### config.mk
export PLATFORM = sky130hd
export DESIGN_NAME = fts_ctrl
export DESIGN_NICKNAME = d
export VERILOG_FILES = /design/src/rtl/fts_pkg.sv /design/src/rtl/fts_ctrl.sv
export SDC_FILE = /design/constraint.sdc
export NUM_CORES = 1
export LEC_CHECK = 0
export BUFFER_PORTS_ARGS = -buffer_cell sky130_fd_sc_hd__buf_4
export CORE_AREA = 2 2 39 41
export CTS_CLUSTER_SIZE = 8
export DETAILED_ROUTE_END_ITERATION = 6
export DIE_AREA = 0 0 41 43
export PLACE_DENSITY = 0.73
export SYNTH_ARGS = -nofsm -noshare
export SYNTH_HDL_FRONTEND = slang
export SYNTH_SLANG_ARGS = --single-unit
export TNS_END_PERCENT = 10
### constraint.sdc
create_clock -name clk -period 1.8 [get_ports clk]
set_clock_uncertainty 0.2 [all_clocks]
set_input_delay 0.09 -clock clk [delete_from_list [all_inputs] [get_ports clk]]
set_output_delay 0.09 -clock clk [all_outputs]
set_load 0.02 [all_outputs]
### src/rtl/fts_pkg.sv
// Shared types and constants of the frame timing statistics block.
`timescale 1ns / 1ps

package fts_pkg;

	localparam int STAMP_BITS      = 48;
	localparam int SCALE_FRAC_BITS = 8;
	localparam int RATE_BITS       = 32;
	localparam int COUNT_BITS      = 32;
	localparam int SCALE_BITS      = 16;
	localparam int SCALED_BITS     = 56;
	localparam int TOTAL_BITS      = 64;
	localparam int TPS_BITS        = 32;
	localparam int CFG_ADDR_BITS   = 8;
	localparam int DIV_BITS        = 64;
	localparam int DIV_CNT_BITS    = 7;

	localparam logic [DIV_CNT_BITS-1:0] DIV_STEPS_WIDE   = 7'd64;
	localparam logic [DIV_CNT_BITS-1:0] DIV_STEPS_NARROW = 7'd32;

	localparam logic [CFG_ADDR_BITS-1:0] REG_TICKS_PER_SECOND = 8'd0;
	localparam logic [CFG_ADDR_BITS-1:0] REG_TIME_SCALE       = 8'd1;

	localparam logic [TPS_BITS-1:0]   TPS_RESET   = 32'd1000000;
	localparam logic [SCALE_BITS-1:0] SCALE_RESET = 16'd256;
	localparam logic [RATE_BITS-1:0]  RATE_MAX    = {RATE_BITS{1'b1}};

	typedef enum logic [3:0] {
		ST_IDLE,
		ST_STEP1,
		ST_STEP2,
		ST_STEP3,
		ST_WAIT_RATE,
		ST_SECS,
		ST_WAIT_SECS,
		ST_MINMAX,
		ST_WAIT_MEAN,
		ST_EMIT
	} state_t;

	typedef enum logic [1:0] {
		DIV_RATE,
		DIV_SECS,
		DIV_MEAN
	} div_sel_t;

	typedef struct packed {
		logic     load;
		logic     clear;
		logic     step1;
		logic     step2;
		logic     step3;
		logic     div_start;
		div_sel_t div_sel;
		logic     take_rate;
		logic     take_secs;
		logic     minmax;
		logic     mean_sat;
		logic     take_mean;
		logic     emit;
	} cmd_t;

	typedef struct packed {
		logic kind_clear;
		logic delta_zero;
		logic tps_zero;
		logic elapsed_zero;
		logic div_done;
		logic out_blocked;
	} status_t;

endpackage

### src/rtl/fts_ctrl.sv
// Controller state machine that sequences each request through the datapath.
`timescale 1ns / 1ps

module fts_ctrl (
	input  logic              clk,
	input  logic              arst_n,
	input  logic              s_tvalid,
	output logic              s_tready,
	input  fts_pkg::status_t  status,
	output fts_pkg::cmd_t     cmd
);

	fts_pkg::state_t state_q;
	fts_pkg::state_t state_next;

	always_ff @(posedge clk or negedge arst_n) begin
		if (!arst_n) begin
			state_q <= fts_pkg::ST_IDLE;
		end else begin
			state_q <= state_next;
		end
	end

	always_comb begin
		state_next  = state_q;
		cmd         = '0;
		cmd.div_sel = fts_pkg::DIV_RATE;
		s_tready    = 1'b0;
		case (state_q)
			fts_pkg::ST_IDLE: begin
				s_tready = 1'b1;
				if (s_tvalid) begin
					cmd.load   = 1'b1;
					state_next = fts_pkg::ST_STEP1;
				end
			end
			fts_pkg::ST_STEP1: begin
				if (status.kind_clear) begin
					cmd.clear  = 1'b1;
					state_next = fts_pkg::ST_EMIT;
				end else begin
					cmd.step1  = 1'b1;
					state_next = fts_pkg::ST_STEP2;
				end
			end
			fts_pkg::ST_STEP2: begin
				cmd.step2  = 1'b1;
				state_next = fts_pkg::ST_STEP3;
			end
			fts_pkg::ST_STEP3: begin
				cmd.step3 = 1'b1;
				if (status.delta_zero) begin
					state_next = fts_pkg::ST_SECS;
				end else begin
					cmd.div_start = 1'b1;
					cmd.div_sel   = fts_pkg::DIV_RATE;
					state_next    = fts_pkg::ST_WAIT_RATE;
				end
			end
			fts_pkg::ST_WAIT_RATE: begin
				if (status.div_done) begin
					cmd.take_rate = 1'b1;
					state_next    = fts_pkg::ST_SECS;
				end
			end
			fts_pkg::ST_SECS: begin
				if (status.tps_zero) begin
					state_next = fts_pkg::ST_MINMAX;
				end else begin
					cmd.div_start = 1'b1;
					cmd.div_sel   = fts_pkg::DIV_SECS;
					state_next    = fts_pkg::ST_WAIT_SECS;
				end
			end
			fts_pkg::ST_WAIT_SECS: begin
				cmd.div_sel = fts_pkg::DIV_SECS;
				if (status.div_done) begin
					cmd.take_secs = 1'b1;
					state_next    = fts_pkg::ST_MINMAX;
				end
			end
			fts_pkg::ST_MINMAX: begin
				cmd.minmax = 1'b1;
				if (status.elapsed_zero) begin
					cmd.mean_sat = 1'b1;
					state_next   = fts_pkg::ST_EMIT;
				end else begin
					cmd.div_start = 1'b1;
					cmd.div_sel   = fts_pkg::DIV_MEAN;
					state_next    = fts_pkg::ST_WAIT_MEAN;
				end
			end
			fts_pkg::ST_WAIT_MEAN: begin
				cmd.div_sel = fts_pkg::DIV_MEAN;
				if (status.div_done) begin
					cmd.take_mean = 1'b1;
					state_next    = fts_pkg::ST_EMIT;
				end
			end
			fts_pkg::ST_EMIT: begin
				if (!status.out_blocked) begin
					cmd.emit   = 1'b1;
					state_next = fts_pkg::ST_IDLE;
				end
			end
			default: begin
				state_next = fts_pkg::ST_IDLE;
			end
		endcase
	end

endmodule

==> flow_summary.yaml <==
routing:
  ant_nets: 0
  avgViaCountPerCell: 5.21
  wirelength_um: 1300
  routed-via-count: 584
  first_pass_iters: 4
  wl_per_cell_um: 11.6
  drt-initial-drc-count: 10
  drc: 0
placed_design:
  hpwl_um: 967
  numPortBuffers: 23
  pre_cts_slack_ns: 0.188
  place_congestion: 0.809
sta:
  slew_headroom_pct: 79.6
  min_period_ns: 1.73
  tns_ns: 0
  rsz0062_at_grt: "yes"
  setup_viol: 0
  worstMarginPinSlew_ns: 0.305
  drv_slew: 0
  finalHoldViolCount: 0
  clock.fmax_ghz: 0.578
  setup_slack_ns: 0.0702
  final.period_utilization_pct: 96.1
grt:
  grt_max_degree: 16
  grt_pass1_vias: 508
  grt_use_total_pct: 17.8
  grt_antenna_before_repair: 0
  grt_pass1_wl_um: 2130
  grt_overflow: 0
layout:
  reg_top3: "state_q (4)"
  post-route-util_pct: 54.6
  multiInputGateArea_sq_um: 342
  layout-drive-gt1-share_pct: 45.8
  largest_reg_flops: 4
  syn_to_final_growth_pct: 59.4
  top_register: "state_q"
  n_fill_cell: 136
  seq_area_sq_um: 105
  antenna_cells: 0
  layout.nets: 107
worst_setup_path:
  path_max_fanout: 9
  arrival_ns: 1.44
  critPathRequiredTime_ns: 1.51
  worst-setup-path-type: "flop to output port"
  r2r_slack_ns: 0.21
  startpoint_type: "flop"
  crit_path_end_kind: "output port"
synthesis:
  synth-edff-count: 0
  yosysTopAreaCell: "dfrtp_1"
  post_synth_and_or_nand_nor_area_fraction_pct: 42.7
  synth_cells: 64
  ys_seq_elements: 4
  yosysMostFrequentCell: "nor2_1"
  ys.warnings.count: 0
  syn_nets: 73
  synthAdderAreaFrac_pct: 0
  synth_flop_cell: "dfrtp_1"
  synth.avg_cell_area_sq_um: 7.41
  synth_top_area_share_pct: 21.1
  synth_top_family_by_area: "simple AND/OR/NAND/NOR gates"
  synth.yosys.seq_area_share_pct: 21.1
  synth_mux_area_share_pct: 0
  synth_compound_area_share_pct: 24.5
  synth_cell_types: 32
  synth_commonest_cells: "7 x nor2_1, 5 x nand2_1, 5 x o21ai_0, 4 x dfrtp_1"
  syn-cell-area_sq_um: 474
  async_flop_share_pct: 100
  synthXorXnorAreaFrac_pct: 1.85
  synth_area_leaders: "dfrtp_1 21%, nor2_1 5.5%, o21ai_0 5.3%"
floorplanning:
  dieWidth_um: 41
  rows: 14
  core_area_sq_um: 1380
  die-area_sq_um: 1760
  pin_count: 24
  die_y_um: 43
  initial_core_util_pct: 34.3
power:
  ir_drop_mv: 0.795
  power_w: 0.00115
  leakagePower_nw: 0.367
  powerDensity_nw_per_um2: 1520
clock_network:
  clk_pin_slew_worst_paths_ns: 0.04
  numCtsBuffers: 3
  clock_latency_ns: 0.24
  cts_root_buf: "clkbuf_4"
  cts_tree: "done"
  cts_sinks: 4
  htree_levels: 1
  cts_buffer_depth: 2
status:
  outcome: "finished clean"
hold_path:
  hold_class: "primary input to flop"
run:
  drv_cap: 0
-- layout by cell type (no fill, tap or decap) --
cell / instances
nor3b_1: 1
nor2b_1: 2
inv_1: 3
nand3b_1: 1
nor4b_2: 1
a21oi_1: 2
clkbuf_4: 3
nand2b_1: 3
xor2_1: 1
o31a_1: 1
o22ai_1: 1
dfrtp_2: 4
and2_1: 3
nand3_2: 1
and3_1: 2
nor4_2: 1
a31oi_1: 1
nand2_1: 5
nand3_1: 1
nor2_1: 7
and3b_1: 1
buf_4: 30
a21o_1: 1
dlygate4sd3_1: 3
nor3_1: 3
o21ai_0: 5
o21bai_1: 1
and2b_2: 2
o21ba_2: 1
nor3_2: 1
o211ai_1: 1
a21boi_1: 1
a32o_1: 2
-- per-layer routing --
metal,share of wire (%),GRT usage [%],wire length [um],vias up
met3,3.7,1.57,48,2
li1,-,-,-,295
met2,56,28.7,725,16
met5,0,0,0,-
met4,2.1,12.0,27,0
met1,39,20.8,502,271
-- path summary, 6_finish.rpt --
kind	from	to	depth (start not counted)
max in group asynchronous	arst_n	state_q[1]	3
hold reg to reg	state_q[2]	state_q[2]	2
hold / removal	status[3]	state_q[0]	4
setup / recovery	state_q[1]	cmd[13]	4
setup reg to reg	state_q[1]	state_q[3]	5
min in group asynchronous	arst_n	state_q[2]	3
-- cell families after synthesis --
logic type,count (synthesis)
flops,4
buf+inv,7
simple gates,35
compound gates,17
xor+xnor,1
-- critical path, cell delays in order (launching register included) --
cell     delay [ns]
dfrtp_2        0.46
buf_4          0.17
nor4_2         0.28
and2_1         0.16
buf_4          0.13
-- stage by stage --
step | std cells | cell area [sq um] | hold slack, ns
global route | 112 | 756 | 0.0994
global placement | 103 | 668 | -0.313
CTS | 109 | 727 | 0.0521
finish | 112 | 756 | 0.0793
floorplan | 64 | 480 | -0.406
detailed placement | 103 | 668 | -0.310
-- power breakdown --
part | total [W] | leakage (nW) | internal, W | switching [W]
clock network | 0.000118 | 0.0138 | 0.0000750 | 0.0000429
registers | 0.000254 | 0.0454 | 0.000138 | 0.000116
logic | 0.000780 | 0.308 | 0.000395 | 0.000384
total | 0.00115 | 0.367 | 0.000608 | 0.000544
-- layout make-up --
class,instances,area share [%]
Sequential cell,4,13.9
Inverter,3,1.49
Multi-Input combinational cell,53,45.2
Clock buffer,3,2.98
Tap cell,16,2.65
Timing Repair Buffer,33,33.8
-- timing repair --
| item | CTS | global route |
|---|---|---|
| endpoints found under the hold margin | 5 | 0 |
| setup endpoints to repair | 5 | 6 |
| hold buffers | 3 | 0 |
| gates resized for setup | 5 | 2 |
| setup buffers | 0 | 3 |
| cloned | 0 | 0 |
Power figures use the tool's default switching activity.
